--- src/hdl/bdlp_pkg.sv ---
// bdlp_pkg: shared types, widths and register codes for the button debouncer
// no dependencies; imported by the interfaces and every module of the block
package bdlp_pkg;

  localparam int FIELD_W          = 3;
  localparam int DEBOUNCE_W       = 8;
  localparam int HOLD_W           = 16;
  localparam int CFG_IDX_W        = 1;
  localparam int CFG_DATA_W       = 16;
  localparam int NUM_BUTTONS_DEF  = 3;
  localparam logic [DEBOUNCE_W-1:0] DEBOUNCE_RST   = 8'd2;
  localparam logic [HOLD_W-1:0]     LONG_PRESS_RST = 16'd60;

  // configuration register indexes
  typedef enum logic [CFG_IDX_W-1:0] {
    REG_DEBOUNCE   = 1'b0,
    REG_LONG_PRESS = 1'b1
  } cfg_reg_t;

  // what one lane reports for the current beat
  typedef struct packed {
    logic pressed;
    logic press_edge;
    logic release_edge;
    logic long_press;
  } lane_res_t;

  // one result beat
  typedef struct packed {
    logic [FIELD_W-1:0] pressed_flags;
    logic [FIELD_W-1:0] press_edges;
    logic [FIELD_W-1:0] release_edges;
    logic [FIELD_W-1:0] long_press_pulses;
  } res_t;

endpackage

--- src/hdl/bdlp_merge.sv ---
// bdlp_merge: packs lane results into result fields and buffers two result beats
// depends on bdlp_pkg for the lane and result structs
module bdlp_merge import bdlp_pkg::*; #(
  parameter int NUM_BUTTONS = NUM_BUTTONS_DEF
) (
  input  logic      clk,
  input  logic      rst_n,
  input  logic      push,
  input  lane_res_t lanes [NUM_BUTTONS],
  output logic      in_ready,
  output logic      out_valid,
  input  logic      out_ready,
  output res_t      out_data
);

  res_t       packed_res;
  res_t       slot0_r, slot0_nxt, slot1_r, slot1_nxt;
  logic [1:0] cnt_r, cnt_nxt;
  logic       pop;

  // lanes past the field width are dropped, missing lanes read as zero
  always_comb begin
    packed_res = '0;
    for (int j = 0; j < FIELD_W; j++) begin
      if (j < NUM_BUTTONS) begin
        packed_res.pressed_flags[j]     = lanes[j].pressed;
        packed_res.press_edges[j]       = lanes[j].press_edge;
        packed_res.release_edges[j]     = lanes[j].release_edge;
        packed_res.long_press_pulses[j] = lanes[j].long_press;
      end
    end
  end

  assign pop       = out_valid && out_ready;
  assign in_ready  = (cnt_r != 2'd2);
  assign out_valid = (cnt_r != 2'd0);
  assign out_data  = slot0_r;

  always_comb begin
    slot0_nxt = slot0_r;
    slot1_nxt = slot1_r;
    cnt_nxt   = cnt_r;
    unique case ({push, pop})
      2'b10: begin
        if (cnt_r == 2'd0) begin
          slot0_nxt = packed_res;
        end else begin
          slot1_nxt = packed_res;
        end
        cnt_nxt = cnt_r + 2'd1;
      end
      2'b01: begin
        slot0_nxt = slot1_r;
        cnt_nxt   = cnt_r - 2'd1;
      end
      2'b11: begin
        if (cnt_r == 2'd1) begin
          slot0_nxt = packed_res;
        end else begin
          slot0_nxt = slot1_r;
          slot1_nxt = packed_res;
        end
      end
      2'b00: begin
        cnt_nxt = cnt_r;
      end
    endcase
  end

  always_ff @(posedge clk) begin
    if (!rst_n) begin
      cnt_r <= '0;
    end else begin
      cnt_r <= cnt_nxt;
    end
  end

  always_ff @(posedge clk) begin
    slot0_r <= slot0_nxt;
    slot1_r <= slot1_nxt;
  end

endmodule

--- config.mk ---
export PLATFORM = sky130hd
export DESIGN_NAME = bdlp_merge
export DESIGN_NICKNAME = d
export VERILOG_FILES = /design/src/hdl/bdlp_pkg.sv /design/src/hdl/bdlp_merge.sv
export SDC_FILE = /design/constraint.sdc
export NUM_CORES = 1
export LEC_CHECK = 0
export BUFFER_PORTS_ARGS = -buffer_cell sky130_fd_sc_hd__buf_4
export CAP_MARGIN = 10
export CORE_ASPECT_RATIO = 1.1
export CORE_UTILIZATION = 31
export DETAILED_ROUTE_END_ITERATION = 10
export SYNTH_ARGS = -nofsm -noshare
export SYNTH_HDL_FRONTEND = slang
export SYNTH_SLANG_ARGS = --single-unit
--- constraint.sdc ---
create_clock -name clk -period 4.5 [get_ports clk]
set_input_delay 0.9 -clock clk [delete_from_list [all_inputs] [get_ports clk]]
set_output_delay 0.9 -clock clk [all_outputs]
set_load 0.05 [all_outputs]
==> metrics <==
CP max stage cell=a21oi_1; TritonCTS clock tree=yes; PD cells=580 mW/mm^2; number of placed instances, taps included=151; Clock transition at path regs=0.14 ns; Core Rows=22; Finished Layout Cells=155; total CTS buffers=3; Data arrival, critical path=2.50 ns; CP cell instances=inv_1 -> ha_1 -> nor2b_1 -> inv_1 -> ha_1 -> a21oi_1; CP Buf/Inv Count=2; Register Area=761 um^2; Core Area=0.00341 mm^2; Tot GR Track Use=9.82%; Residual DRC=0; Post-Layout Inst Area=0.00146 mm^2; die span in x=59.5 um; Tcrit/Tclk final=56.8%; CP Capture Type=flop; CP Launch Type=flop; post-synthesis area per instance=15.2 um^2; Crit Path Class=reg2reg; WHS Endpoint=cnt_r[0]; vias in the first global route=623; Rel. slew slack=26.4%; Logic pwr share=39.1%; count leader, synth=edfxtp_1; Peak VDD IR=0.295 mV; routed vias/inst=4.43; Root Buffer=clkbuf_4; final count of hold timing violations=0; detailed-router iteration count before antenna repair=4; final wirelength=1800 um; fin util=42.7%; MaxCap Viol Count=0; HPWL after detailed placement=1370 um; fillcell total=317; sequential power share=42.4%; setup TNS=0 ns; clk_skew=0.00427 ns; Final WS setup=1.95 ns; Max Fanout on Critical Path=12; worst r2r path cells=6; hold path depth=2; final slew viol count=0; HP Class=reg2reg; Final Power=845 uW; die height=65.2 um; first-pass GRT wire length=2750 um; fin nets=133; clock sink count=26; Synth Instances=74; dpl ws=1.65 ns; Final ANT Viol Nets=0; Starting DRT DRC Count=19; run status=finished, final reports clean; starting density of the core=33.0%; cell internal pwr=532 uW; residual overflow from global routing=0; area of the multi-input gates=335 um^2; routability congestion estimate=0.638; Worst path top cell family by delay=compound AO/OA/AOI/OAI gates; sequential fraction of the synthesis area=67.6%; layout cells sized above 1=34.6%; RSZ-0062 raised after global routing=false; Cell Area, Synth=0.00113 mm^2; Leak Pwr=0.583 nW; P&R area growth vs syn=29.3%; top achievable clock speed=0.392 GHz; Main synth FF type=edfxtp_1; port bufs=29; worst r2r src=cnt_r[0]; num ports=30; Post-CTS Resized=0; switching share of power=37.1%; synth cell count leaders=24 x edfxtp_1, 12 x a22o_1, 9 x ha_1; Synth top area share=64.0%; CTS Hold Bufs=0; number of synthesized flops with an enable pin=24; vias=686; H-tree depth=1; worst-skew pair later-pin latency=0.31 ns; Netlist cell types=16; CTS Buffer Depth=2; Post-Place Cell Area=0.00140 mm^2; Clk pwr share=18.5%; Tmin final=2.55 ns; Synth area leader=edfxtp_1; Area contributors post-synth=edfxtp_1 64%, ha_1 10%, a22o_1 9.3%; Worst R2R End=slot1_r[0]; switching pwr=313 uW; setup violators final=0; worst hold start=cnt_r[0]; worst-margin pin slew=1.10 ns; largest net degree at the start of global routing=16; Ys Warns=0; Hold WS=0.549 ns; slowest cell delay on critical path=0.82 ns; CP Data Required Time=4.45 ns; Net Count, Synth=99; ys async rst share=0%; initial antenna violation count=0; postcts setup bufs=0; wire per inst=11.6 um; Die ar.=0.00388 mm^2; r2r setup slk=1.95 ns; flops & latches, synth=26; ant diodes=0
worst max path at each step:
stage / from / to / slack [ns] / cells after the start
after global placement: out_ready / slot1_r[11] / 1.76 / 5
final: cnt_r[0] / slot1_r[0] / 1.95 / 6
after floorplan: out_ready / slot1_r[0] / 2.04 / 4
after detailed placement: out_ready / slot1_r[7] / 1.65 / 5
after global routing: cnt_r[0] / slot1_r[3] / 1.71 / 6
after CTS: cnt_r[0] / slot1_r[3] / 1.90 / 6
cell usage in the layout, fill, tap and decap left out:
cell,Yosys,layout
buf_4,0,29
edfxtp_1,24,24
a22o_1,12,12
ha_1,9,9
inv_1,7,7
nand2_1,4,4
o21ai_0,5,4
clkbuf_4,0,3
o21ai_2,2,2
a21oi_1,2,2
dfxtp_1,2,2
nor2b_1,1,1
inv_2,1,1
o21ai_4,1,1
o21ai_1,0,1
nand2b_1,1,1
nand3_1,1,1
a21boi_0,1,1
xnor2_1,1,1
bufinv_16,0,1
worst reg2reg max path: stages, from the launching register on:
cell	delay, ns
dfxtp_1	0.41
inv_1	0.10
ha_1	0.25
nor2b_1	0.30
inv_1	0.11
ha_1	0.21
a21oi_1	0.82
power groups by stage:
stage	Combinational, mW	Clock (mW)	Sequential, mW
CTS	0.333	0.158	0.359
global placement	0.328	0	0.363
finish	0.330	0.156	0.359
global route	0.352	0.169	0.364
floorplan	0.126	0	0.476
detailed placement	0.333	0	0.365
per-layer routing:
layer | routed length [um] | track usage, % | vias up
met5 | 0 | 0 | -
met4 | 14 | 3.57 | 0
met3 | 104 | 2.76 | 2
met2 | 838 | 17.1 | 20
met1 | 841 | 11.2 | 320
li1 | - | - | 344
registers in the layout (all words and copies together) (netlist names):
signal    cells
out_data     12
cnt_r         2
slot1_r      12
area by class of cell:
cell class | count | share of cell area [%]
multi-input cells | 40 | 23.0
repair buffers | 29 | 14.9
inverters | 8 | 2.06
well taps | 48 | 4.12
flip-flops and latches | 26 | 52.2
clock buffers | 3 | 1.55
clock inverters | 1 | 2.06
kinds of logic after synthesis:
family,synth area share (%)
flip-flops,67.6
AO/OA/AOI/OAI,16.1
adder cells (fa/ha/maj),10.0
buffers and inverters,2.67
AND/OR/NAND/NOR,2.89
XOR/XNOR,0.778
(Power assumes the default switching activity.)
