[src/hdl/bdlp_pkg.sv]
// bdlp_pkg: shared types, widths and register codes for the button debouncer
// no dependencies; imported by the interfaces and every module of the block
package bdlp_pkg;

  localparam int FIELD_W          = 3;
  localparam int DEBOUNCE_W       = 8;
  localparam int HOLD_W           = 16;
  localparam int CFG_IDX_W        = 1;
  localparam int CFG_DATA_W       = 16;
  localparam int NUM_BUTTONS_DEF  = 3;
  localparam logic [DEBOUNCE_W-1:0] DEBOUNCE_RST   = 8'd2;
  localparam logic [HOLD_W-1:0]     LONG_PRESS_RST = 16'd60;

  // configuration register indexes
  typedef enum logic [CFG_IDX_W-1:0] {
    REG_DEBOUNCE   = 1'b0,
    REG_LONG_PRESS = 1'b1
  } cfg_reg_t;

  // what one lane reports for the current beat
  typedef struct packed {
    logic pressed;
    logic press_edge;
    logic release_edge;
    logic long_press;
  } lane_res_t;

  // one result beat
  typedef struct packed {
    logic [FIELD_W-1:0] pressed_flags;
    logic [FIELD_W-1:0] press_edges;
    logic [FIELD_W-1:0] release_edges;
    logic [FIELD_W-1:0] long_press_pulses;
  } res_t;

endpackage

[src/hdl/bdlp_lane.sv]
// bdlp_lane: debounce counters, hold counter and pressed flag of one button
// depends on bdlp_pkg for widths and the lane result struct
module bdlp_lane import bdlp_pkg::*; (
  input  logic                  clk,
  input  logic                  rst_n,
  input  logic                  step,
  input  logic                  level,
  input  logic [DEBOUNCE_W-1:0] debounce_ticks,
  input  logic [HOLD_W-1:0]     long_press_ticks,
  output lane_res_t             res
);

  logic [DEBOUNCE_W-1:0] press_cnt_r, press_cnt_nxt;
  logic [DEBOUNCE_W-1:0] rel_cnt_r, rel_cnt_nxt;
  logic [HOLD_W-1:0]     hold_r, hold_nxt, hold_base;
  logic                  pressed_r, pressed_nxt;

  always_comb begin
    press_cnt_nxt    = press_cnt_r;
    rel_cnt_nxt      = rel_cnt_r;
    pressed_nxt      = pressed_r;
    hold_base        = hold_r;
    res.press_edge   = 1'b0;
    res.release_edge = 1'b0;
    if (!level) begin
      rel_cnt_nxt = '0;
      if (press_cnt_r >= debounce_ticks) begin
        res.press_edge = !pressed_r;
        pressed_nxt    = 1'b1;
      end else begin
        press_cnt_nxt = press_cnt_r + 1'b1;
      end
    end else begin
      press_cnt_nxt = '0;
      hold_base     = '0;
      if (rel_cnt_r >= debounce_ticks) begin
        res.release_edge = pressed_r;
        pressed_nxt      = 1'b0;
      end else begin
        rel_cnt_nxt = rel_cnt_r + 1'b1;
      end
    end
    // hold count wraps at 16 bits
    hold_nxt       = pressed_nxt ? hold_base + 1'b1 : hold_base;
    res.long_press = pressed_nxt && (hold_nxt == long_press_ticks);
    res.pressed    = pressed_nxt;
  end

  always_ff @(posedge clk) begin
    if (!rst_n) begin
      press_cnt_r <= '0;
      rel_cnt_r   <= '0;
      hold_r      <= '0;
      pressed_r   <= 1'b0;
    end else if (step) begin
      press_cnt_r <= press_cnt_nxt;
      rel_cnt_r   <= rel_cnt_nxt;
      hold_r      <= hold_nxt;
      pressed_r   <= pressed_nxt;
    end
  end

endmodule

[config.mk]
export PLATFORM = sky130hd
export DESIGN_NAME = bdlp_lane
export DESIGN_NICKNAME = d
export VERILOG_FILES = /design/src/hdl/bdlp_pkg.sv /design/src/hdl/bdlp_lane.sv
export SDC_FILE = /design/constraint.sdc
export NUM_CORES = 1
export LEC_CHECK = 0
export BUFFER_PORTS_ARGS = -buffer_cell sky130_fd_sc_hd__buf_2
export CAP_MARGIN = 20
export CORE_UTILIZATION = 40
export DETAILED_ROUTE_END_ITERATION = 10
export SETUP_SLACK_MARGIN = 0.15
export SLEW_MARGIN = 20
export SYNTH_ARGS = -nofsm -noshare
export SYNTH_HDL_FRONTEND = slang
export SYNTH_SLANG_ARGS = --single-unit
[constraint.sdc]
create_clock -name clk -period 4.8 [get_ports clk]
set_input_delay 0.72 -clock clk [delete_from_list [all_inputs] [get_ports clk]]
set_output_delay 0.72 -clock clk [all_outputs]
set_load 0.05 [all_outputs]
==> results.toml, run 1 <==
[sta]
setup_viol = 0
hold_viol = 0
rsz0062_at_grt = "no"
timing.max_slew.rel_slack_pct = 52.9
slew_viol_final = 0
period_needed_ns = 4.46
fmax_mhz = 224
hold_ws_ns = 0.496
fin_crit_sh_pct = 93.0
finalSetupTns_ns = 0
worst_pin_slew_ns = 0.706
clock_skew_ns = 0.00965

[floorplan]
ioPinCount = 32
coreArea_um2 = 6460
dieWidth_um = 84.4
fp.dieH_um = 84.4
die_area_um2 = 7110
initial_utilization_pct = 42.0
placementRows = 29

[detailed_routing]
drt_iter0_drc = 135
drtPass1Iterations = 7
vias = 2569
postRouteAntennaNets = 0
routed_wirelength_um = 6960
remaining_drc_errors = 6
wl_per_cell_um = 15.1
vias_per_cell = 5.56

[grt]
grt_pass1_vias = 2479
antenna_found_initial = 0
grt_overflow_total = 0
grt_max_degree = 33
grt_pass1_wl_um = 11800
grt_usage_pct = 20.6

[worst_setup_path]
slowest_stage = "a211oi_2"
crit_arrival_ns = 3.74
path_class = "in2out"
worstPathCellList = "buf_2 > ha_1 > nand2b_1 > a2111o_1 > a21o_1 > a211oi_2 > o21ai_0 > or4_1 > nor4_4 > buf_2"
crit_path_max_incr_delay_ns = 0.63
critPathMostFrequentCell = "buf_2"
endpoint_kind = "output pin"
critPathLaunchType = "input port"
r2r_start = "rel_cnt_r[0]$_SDFFE_PN0P_"
cp-startpoint = "debounce_ticks[0]"
path_buf_inv = 2
critical_path.top_delay_family = "compound AO/OA/AOI/OAI gates"
worstPathMaxFanout = 10
cp.required_ns = 4.08

[placement]
dp_hpwl_um = 5200
place_congestion = 0.879
port_buffers = 31

[cells_and_area]
nets = 431
antenna_cells = 0
syn2layout_area_growth_pct = 13.5
post-route-util_pct = 47.7
drive_gt1_share_pct = 14.5

[clock_tree]
cts_buffers = 5
cts_tree = "done"
cts.sinks = 33
clk_latency_ns = 0.29
cts_htree_levels = 2
clk_pin_slew_worst_paths_ns = 0.08
cts_hold_buffers = 0
root_buffer = "clkbuf_8"
cts_setup_buffers = 0
clockBufferDepth = 2
ctsResizeCount = 0

[logic_synthesis]
synth-edff-count = 0
ys_ff_latch = 33
synth_cell_types = 58
synth-main-ff-cell = "dfxtp_1"
synth_top_area_cell = "dfxtp_1"
synth_area_leaders = "dfxtp_1 24%, ha_1 8.8%, nor2_1 6.6%, xor2_1 5.5%, xnor2_1 4.8%"
syn_avg_cell_area_um2 = 7.58
netlist_area_um2 = 2710
seq_area_frac_synth_pct = 24.4
synth_most_common_cell = "nor2_1"
syn_inst = 358
synthArstFlopShare_pct = 0
synth_fp_nets = 405
yosys_warnings = 0
netlist.area_leader.share_pct = 24.4
yosys-top-cells-count = "48 x nor2_1, 33 x dfxtp_1, 26 x nand2_1, 26 x o21ai_0, 24 x a21oi_1"

[power_and_ir_drop]
vdd_drop_max_mv = 0.123
power.density_nw_per_um2 = 205
p_leak_nw = 1.24

[outcome]
run_status = "finished, violations left"
violations = "DRC"

[hold_path]
hp-start = "hold_r[10]$_SDFFE_PN0P_"
hold_path.class = "reg2reg"

[job]
cap_violations = 0
per-stage QoR:
step           total power [mW]  worst slack, ns  instance area (um2)  cells
6_report                  0.633            0.338                 3080    462
5_1_grt                   0.665            0.158                 3080    462
4_1_cts                   0.642            0.341                 3080    462
3_5_place_dp              0.362            0.361                 2960    454
3_3_place_gp              0.361            0.367                 2960    454
2_1_floorplan             0.332            0.174                 2730    358
per-layer routing:
| metal | track usage (%) | share of wire (%) | vias to the layer above |
|---|---|---|---|
| met3 | 4.33 | 4.0 | 6 |
| met2 | 35.3 | 48 | 61 |
| met4 | 5.55 | 1.0 | 0 |
| met5 | 0 | 0 | - |
| li1 | - | - | 1335 |
| met1 | 26.2 | 47 | 1167 |
power by group:
part	switching (mW)	leakage, nW	total [mW]	internal (mW)
logic	0.0475	0.916	0.0785	0.0311
registers	0.00136	0.266	0.276	0.275
clock network	0.108	0.0585	0.278	0.169
total	0.157	1.24	0.633	0.475
placed cells by master, fill, tap and decap left out, types with 5 or more instances in the layout:
master     n
a21oi_1   24
xor2_1    17
inv_1     16
nand2b_1   6
and3_1     6
xnor2_1   15
nand2_1   26
buf_2     31
buf_4      5
nor2_1    47
o21ai_0   26
dfxtp_1   33
nand3_1   12
a22oi_1    7
nor3_1     5
nand4_1    8
ha_1      19
nor2b_1   11
clkbuf_8   6
state kept, by name, summed over array words and instances, names as in the netlist:
name / flops
hold_r: 16
rel_cnt_r: 8
press_cnt_r: 8
pressed_r: 1
tightest hold or removal path, stage by stage (launching register included):
cell and delay (ns):
dfxtp_1 0.32, o21ai_0 0.07, a21oi_1 0.06
worst paths after layout:
path / end / slack [ns] / cells past startpoint
worst min register to register: hold_r[10]$_SDFFE_PN0P_ / 0.50 / 2
worst max-delay path: res[0] / 0.34 / 10
worst max register to register: hold_r[6]$_SDFFE_PN0P_ / 2.04 / 10
worst min-delay path: hold_r[10]$_SDFFE_PN0P_ / 0.50 / 2
kinds of logic after synthesis:
kind of cell               count (synthesis)  synth area share [%]
adders and majority gates                 19                  8.76
AOI/OAI and AO/OA                         90                  21.7
muxes                                      5                  1.98
and+or+nand+nor                          145                  27.9
xor gates and xnor gates                  32                  10.3
DFF                                       33                  24.4
buffers and inverters                     34                  4.98
layout make-up:
| type | instances | area (um2) |
|---|---|---|
| Clock inverter | 1 | 30.0 |
| Timing Repair Buffer | 37 | 213 |
| Multi-Input combinational cell | 291 | 1930 |
| Tap cell | 77 | 96.3 |
| Fill cell | 676 | 3380 |
| Sequential cell | 33 | 661 |
| Inverter | 16 | 60.1 |
| Clock buffer | 7 | 86.3 |
Note: power is estimated with default switching activity, not from simulation.
==> inputs of run 2 (changes only) <==
Settings changed: ABC_AREA from default to 1.
==> run 2 against run 1 <==
Net effect:
- the run now ends clean
- worst setup slack better by 0.41 ns
- sequential share of layout area hardly changed
- sequential cell count did not move
- maximum frequency increased by 10%
- clock power fell by 13%
- clock skew fell by 0.0038 ns
- register-to-register slack better by 0.35 ns
- largest power group is now registers
- via count grew 8.1%
- area after synthesis is 2.0% higher
- critical endpoint unchanged
==> results.toml, run 2 <==
[logic_synthesis]
synth_fp_nets = 490
synth-edff-count = 0
synth_most_common_cell = "nand2_1"
yosys_warnings = 0
syn_avg_cell_area_um2 = 6.24
syn_inst = 443
seq_area_frac_synth_pct = 23.9
synth-main-ff-cell = "dfxtp_1"
synth_cell_types = 35
synthArstFlopShare_pct = 0
netlist_area_um2 = 2770
netlist.area_leader.share_pct = 23.9
ys_ff_latch = 33
synth_area_leaders = "dfxtp_1 24%, nand2_1 16%, inv_1 8.8%, ha_1 8.6%, a21oi_1 6.2%"
synth_top_area_cell = "dfxtp_1"
yosys-top-cells-count = "118 x nand2_1, 65 x inv_1, 36 x nor2_1, 34 x a21oi_1, 34 x nand3_1"

[sta]
worst_pin_slew_ns = 0.545
fmax_mhz = 247
rsz0062_at_grt = "no"
fin_ws_ns = 0.752
fin_crit_sh_pct = 84.3
finalSetupTns_ns = 0
hold_viol = 0
slew_viol_final = 0
period_needed_ns = 4.05
setup_viol = 0
clock_skew_ns = 0.00589
timing.max_slew.rel_slack_pct = 63.7

[floorplan]
initial_utilization_pct = 42.6
dieWidth_um = 85.2
coreArea_um2 = 6490
die_area_um2 = 7250
ioPinCount = 32
fp.dieH_um = 85.2
placementRows = 29

[worst_setup_path]
path_buf_inv = 4
path_depth = 18
rrSetupSlack_ns = 2.39
r2r-end = "hold_r[14]$_SDFFE_PN0P_"
path_class = "in2out"
r2r_start = "rel_cnt_r[0]$_SDFFE_PN0P_"
worstPathCellList = "buf_2 > inv_1 > ha_1 > a21oi_1 > o21a_1 > nand3_1 > nand2_1 > nand2_1 > inv_2 > nand2_1 > nand2_1 > nor2_1 > nor2_1 > nand2_1 > nor2_1 > nand2_1 > nor2_2 > buf_2"
reg2reg_depth = 14
crit_path_max_incr_delay_ns = 0.34
worstPathMaxFanout = 11
critical_path.top_delay_family = "simple AND/OR/NAND/NOR gates"
endpoint = "res[0]"
slowest_stage = "nand2_1"
endpoint_kind = "output pin"
cp-startpoint = "debounce_ticks[7]"
cp.required_ns = 4.08
critPathLaunchType = "input port"
critPathMostFrequentCell = "nand2_1"
crit_arrival_ns = 3.33

[grt]
grt_overflow_total = 0
grt_pass1_vias = 2647
grt_usage_pct = 20.9
grt_pass1_wl_um = 11900
grt_max_degree = 32
antenna_found_initial = 0

[cells_and_area]
multi_input_area_um2 = 1780
antenna_cells = 0
drive_gt1_share_pct = 14.0
mostFrequentLayoutCells = "118 x nand2_1, 65 x inv_1, 36 x nor2_1"
fill_cells = 679
nets = 519
final_common_cell = "nand2_1"
largest_register_ff_count = 16
biggestRegsByFlops = "hold_r: 16 flops, press_cnt_r: 8 flops, rel_cnt_r: 8 flops"
regArea_um2 = 661
largest-register = "hold_r"
syn2layout_area_growth_pct = 11.1

[detailed_routing]
vias_per_cell = 5.05
remaining_drc_errors = 0
drt_iter0_drc = 149
dr.max_layer_used = "met4"
vias = 2776
wl_met1_um = 3330
wl_met3_um = 321
postRouteAntennaNets = 0
drtPass1Iterations = 4
routed_wirelength_um = 7030
wl_per_cell_um = 12.8
wl_met2_um = 3260

[power_and_ir_drop]
vdd_drop_max_mv = 0.0882
intPower_mw = 0.460
switchingPower_mw = 0.204
clockPowerShare_pct = 36.6
p_sw_share_pct = 30.7
power.density_nw_per_um2 = 216
seqPwrFrac_pct = 44.0
p_leak_nw = 1.55
comb_power_share_pct = 19.4

[clock_tree]
ctsResizeCount = 0
cts_buffers = 5
clockBufferDepth = 2
cts_hold_buffers = 0
cts_tree = "done"
cts_htree_levels = 2
clk_latency_ns = 0.29
cts_setup_buffers = 0
cts.sinks = 33
root_buffer = "clkbuf_8"
clk_pin_slew_worst_paths_ns = 0.07

[job]
cap_violations = 0

[placement]
dp_hpwl_um = 5430
place_congestion = 0.897
port_buffers = 31
pre_cts_ws_ns = 0.791

[outcome]
run_status = "complete, no violations"

[hold_path]
hold_path.class = "reg2reg"
run 2: power by group through the flow:
stage	clock (mW)	sequential, mW	combinational (mW)
2_1_floorplan	0	0.296	0.0938
3_3_place_gp	0	0.298	0.126
3_5_place_dp	0	0.298	0.128
4_1_cts	0.252	0.292	0.128
5_1_grt	0.263	0.293	0.147
6_report	0.243	0.292	0.128
run 2: metrics by stage:
| step | hold WS, ns | total power [mW] | cells | area (um2) | utilization (%) |
|---|---|---|---|---|---|
| 2_1_floorplan | 0.475 | 0.390 | 443 | 2770 | - |
| 3_3_place_gp | 0.495 | 0.424 | 542 | 2970 | 45.8 |
| 3_5_place_dp | 0.504 | 0.426 | 542 | 2970 | 45.8 |
| 4_1_cts | 0.514 | 0.672 | 550 | 3070 | 47.3 |
| 5_1_grt | 0.542 | 0.703 | 550 | 3070 | 47.3 |
| 6_report | 0.512 | 0.663 | 550 | 3070 | 47.3 |
run 2: logic make-up (layout without fill, tap and decap cells):
group | Yosys count | in the layout | share of synthesized area, %
flip-flops | 33 | 33 | 23.9
XOR/XNOR | 14 | 14 | 5.92
buffers and inverters | 82 | 112 | 11.7
AO/OA/AOI/OAI | 63 | 63 | 12.0
AND/OR/NAND/NOR | 232 | 232 | 37.9
adder cells (fa/ha/maj) | 19 | 19 | 8.59
run 2: worst min path at each step:
stage	startpoint	end	cells past startpoint
2_1_floorplan	press_cnt_r[0]$_SDFFE_PN0P_	press_cnt_r[0]$_SDFFE_PN0P_	2
3_3_place_gp	rel_cnt_r[0]$_SDFFE_PN0P_	rel_cnt_r[0]$_SDFFE_PN0P_	2
3_5_place_dp	press_cnt_r[0]$_SDFFE_PN0P_	press_cnt_r[0]$_SDFFE_PN0P_	2
4_1_cts	press_cnt_r[0]$_SDFFE_PN0P_	press_cnt_r[0]$_SDFFE_PN0P_	2
5_1_grt	press_cnt_r[0]$_SDFFE_PN0P_	press_cnt_r[0]$_SDFFE_PN0P_	2
6_report	press_cnt_r[0]$_SDFFE_PN0P_	press_cnt_r[0]$_SDFFE_PN0P_	2
run 2: cell type report:
| class | count | share of cell area (%) |
|---|---|---|
| Multi-Input combinational cell | 328 | 58.0 |
| Clock buffer | 7 | 3.14 |
| Tap cell | 77 | 3.14 |
| Clock inverter | 1 | 0.163 |
| Sequential cell | 33 | 21.5 |
| Inverter | 72 | 8.79 |
| Timing Repair Buffer | 32 | 5.29 |
run 2: worst register-to-register path, cell delays in order (launching register included):
cell and delay, ns:
dfxtp_1 0.38, inv_1 0.08, ha_1 0.27, nand2_1 0.06, nand3_1 0.07, nand2_1 0.05, nand2_1 0.05, nand2_1 0.08
nand3_1 0.07, nand2_1 0.32, nand2_1 0.34, inv_2 0.23, nand2_1 0.09, o21ai_1 0.11, a21oi_1 0.08
run 2: layer usage:
layer / GRT usage (%) / vias up
met1: 27.2 / 1221
met5: 0 / -
met2: 34.8 / 63
li1: - / 1479
met4: 7.40 / 0
met3: 3.60 / 13
==> inputs of run 3 (changes only) <==
Clock period 4.8 ns to 3.5 ns, I/O delays scaled along.
==> run 3 against run 2 <==
Net effect:
- power increased by 41%
- cell count increased by 2.5%
- core utilization increased by 2.9 points
- clock skew decreased by 0.00075 ns
- sequential power increased by 37%
- via count increased by 1.3%
- combinational power increased by 56%
- sequential cell count unchanged
- largest cell class unchanged
==> results.toml, run 3 (synthesis results as in run 2) <==
[grt]
antenna_found_initial = 0
grt_usage_pct = 21.3
grt_pass1_wl_um = 12100
grt_pass1_vias = 2612
grt_max_degree = 32
grt_overflow_total = 0

[placement]
port_buffers = 31
place_congestion = 0.913
dp_hpwl_um = 5590

[clock_tree]
root_buffer = "clkbuf_8"
cts.sinks = 33
cts_tree = "done"
clockBufferDepth = 2
cts_hold_buffers = 0
clk_pin_slew_worst_paths_ns = 0.07
cts_buffers = 5
clk_latency_ns = 0.30
cts_htree_levels = 2

[sta]
rsz0062_at_grt = "yes"
setup_viol = 0
finalSetupTns_ns = 0
period_needed_ns = 3.22
fmax_mhz = 311
worst_pin_slew_ns = 0.519
hold_viol = 0
timing.max_slew.rel_slack_pct = 65.4
fin_crit_sh_pct = 91.9
slew_viol_final = 0
clock_skew_ns = 0.00513

[worst_setup_path]
crit_arrival_ns = 2.69
endpoint_kind = "output pin"
worstPathMaxFanout = 5
rrSetupSlack_ns = 1.22
cp-startpoint = "debounce_ticks[5]"
crit_path_max_incr_delay_ns = 0.30
r2r_start = "rel_cnt_r[0]$_SDFFE_PN0P_"
critPathLaunchType = "input port"
path_class = "in2out"
cp.required_ns = 2.97
slowest_stage = "ha_1"
worstPathCellList = "buf_2 > inv_1 > ha_1 > a21oi_1 > nor2_1 > nor2_2 > nand4_1 > buf_6 > nand3b_1 > nand2_1 > nand2_1 > nand2_2 > nor2_2 > nand2_1 > nor2_2 > nand2_1 > nor2_2 > buf_6"
reg2reg_depth = 15
r2r-end = "rel_cnt_r[7]$_SDFFE_PN0P_"

[floorplan]
die_area_um2 = 7250
coreArea_um2 = 6490
dieWidth_um = 85.2
ioPinCount = 32
fp.dieH_um = 85.2
placementRows = 29
initial_utilization_pct = 42.6

[detailed_routing]
remaining_drc_errors = 0
vias_per_cell = 4.99
wl_per_cell_um = 12.9
vias = 2812
drtPass1Iterations = 4
routed_wirelength_um = 7300
drt_iter0_drc = 120
postRouteAntennaNets = 0

[cells_and_area]
biggestRegsByFlops = "hold_r: 16 flops, press_cnt_r: 8 flops, rel_cnt_r: 8 flops"
antenna_cells = 0
nets = 533
drive_gt1_share_pct = 20.7
syn2layout_area_growth_pct = 18.0
final_common_cell = "nand2_1"
largest_register_ff_count = 16
largest-register = "hold_r"
mostFrequentLayoutCells = "112 x nand2_1, 63 x inv_1, 33 x a21oi_1"
post-route-util_pct = 50.3

[hold_path]
hold_path_end = "press_cnt_r[0]$_SDFFE_PN0P_"
hold_path.class = "reg2reg"
whs_path_depth = 2
hp-start = "press_cnt_r[0]$_SDFFE_PN0P_"

[outcome]
run_status = "complete, no violations"

[power_and_ir_drop]
totalPowerFinal_mw = 0.936
power.density_nw_per_um2 = 287
p_leak_nw = 1.63
vdd_drop_max_mv = 0.147

[job]
cap_violations = 0
==> run 3: cell count changes in the layout (fill, tap and decap cells not counted), sizes merged <==
cell / change
buf: +14
inv: -1
clkinv: +1
==> run 3: area by class of cell <==
type	instances	area, um2
clock buffers	7	96.3
clock inverters	1	5.00
fillers	668	3230
inverters	72	272
multi-input cells	328	1850
flip-flops and latches	33	664
well taps	77	96.3
repair buffers	46	283
==> run 3: per-stage QoR <==
| step | setup WS (ns) | hold WS [ns] | instances | area (um2) |
|---|---|---|---|---|
| 2_1_floorplan | 0.441 | 0.475 | 443 | 2770 |
| 3_3_place_gp | 0.0764 | 0.494 | 549 | 3020 |
| 3_5_place_dp | 0.123 | 0.502 | 549 | 3020 |
| 4_1_cts | 0.171 | 0.513 | 557 | 3130 |
| 5_1_grt | 0.0694 | 0.536 | 564 | 3260 |
| 6_report | 0.284 | 0.501 | 564 | 3260 |
==> run 3: layer usage <==
layer	vias up	global-route usage [%]	share of wire (%)
met3	9	4.09	4.1
met1	1242	28.0	48
met5	-	0	0
met2	53	34.8	46
met4	0	7.86	1.5
li1	1508	-	-
==> run 3: worst max-delay path by stage <==
stage	slack, ns	end	depth (start not counted)
global route	0.07	res[0]	18
CTS	0.17	res[0]	21
detailed placement	0.12	res[0]	20
floorplan	0.44	res[0]	17
global placement	0.08	res[0]	20
finish	0.28	res[0]	18
==> run 3: worst max-delay path: cells and delay by family <==
kind / cells / cell delay [ns]
AO/OA/AOI/OAI: 1 / 0.13
adder cells (fa/ha/maj): 1 / 0.30
buffers and inverters: 4 / 0.52
AND/OR/NAND/NOR: 12 / 1.19
==> run 3: repair_timing <==
| item | 4_1_cts | 5_1_grt |
|---|---|---|
| pin swaps | 0 | 11 |
| endpoints found under the hold margin | 0 | 0 |
| endpoints found under the setup margin | 1 | 1 |
| resized for setup | 1 | 29 |
| gates cloned | 0 | 1 |
| buffers inserted | 0 | 6 |
==> run 3: power by group <==
| group | total (mW) | switching, mW | internal, mW |
|---|---|---|---|
| combinational | 0.200 | 0.121 | 0.0790 |
| sequential | 0.401 | 0.0111 | 0.390 |
| clock | 0.335 | 0.157 | 0.178 |
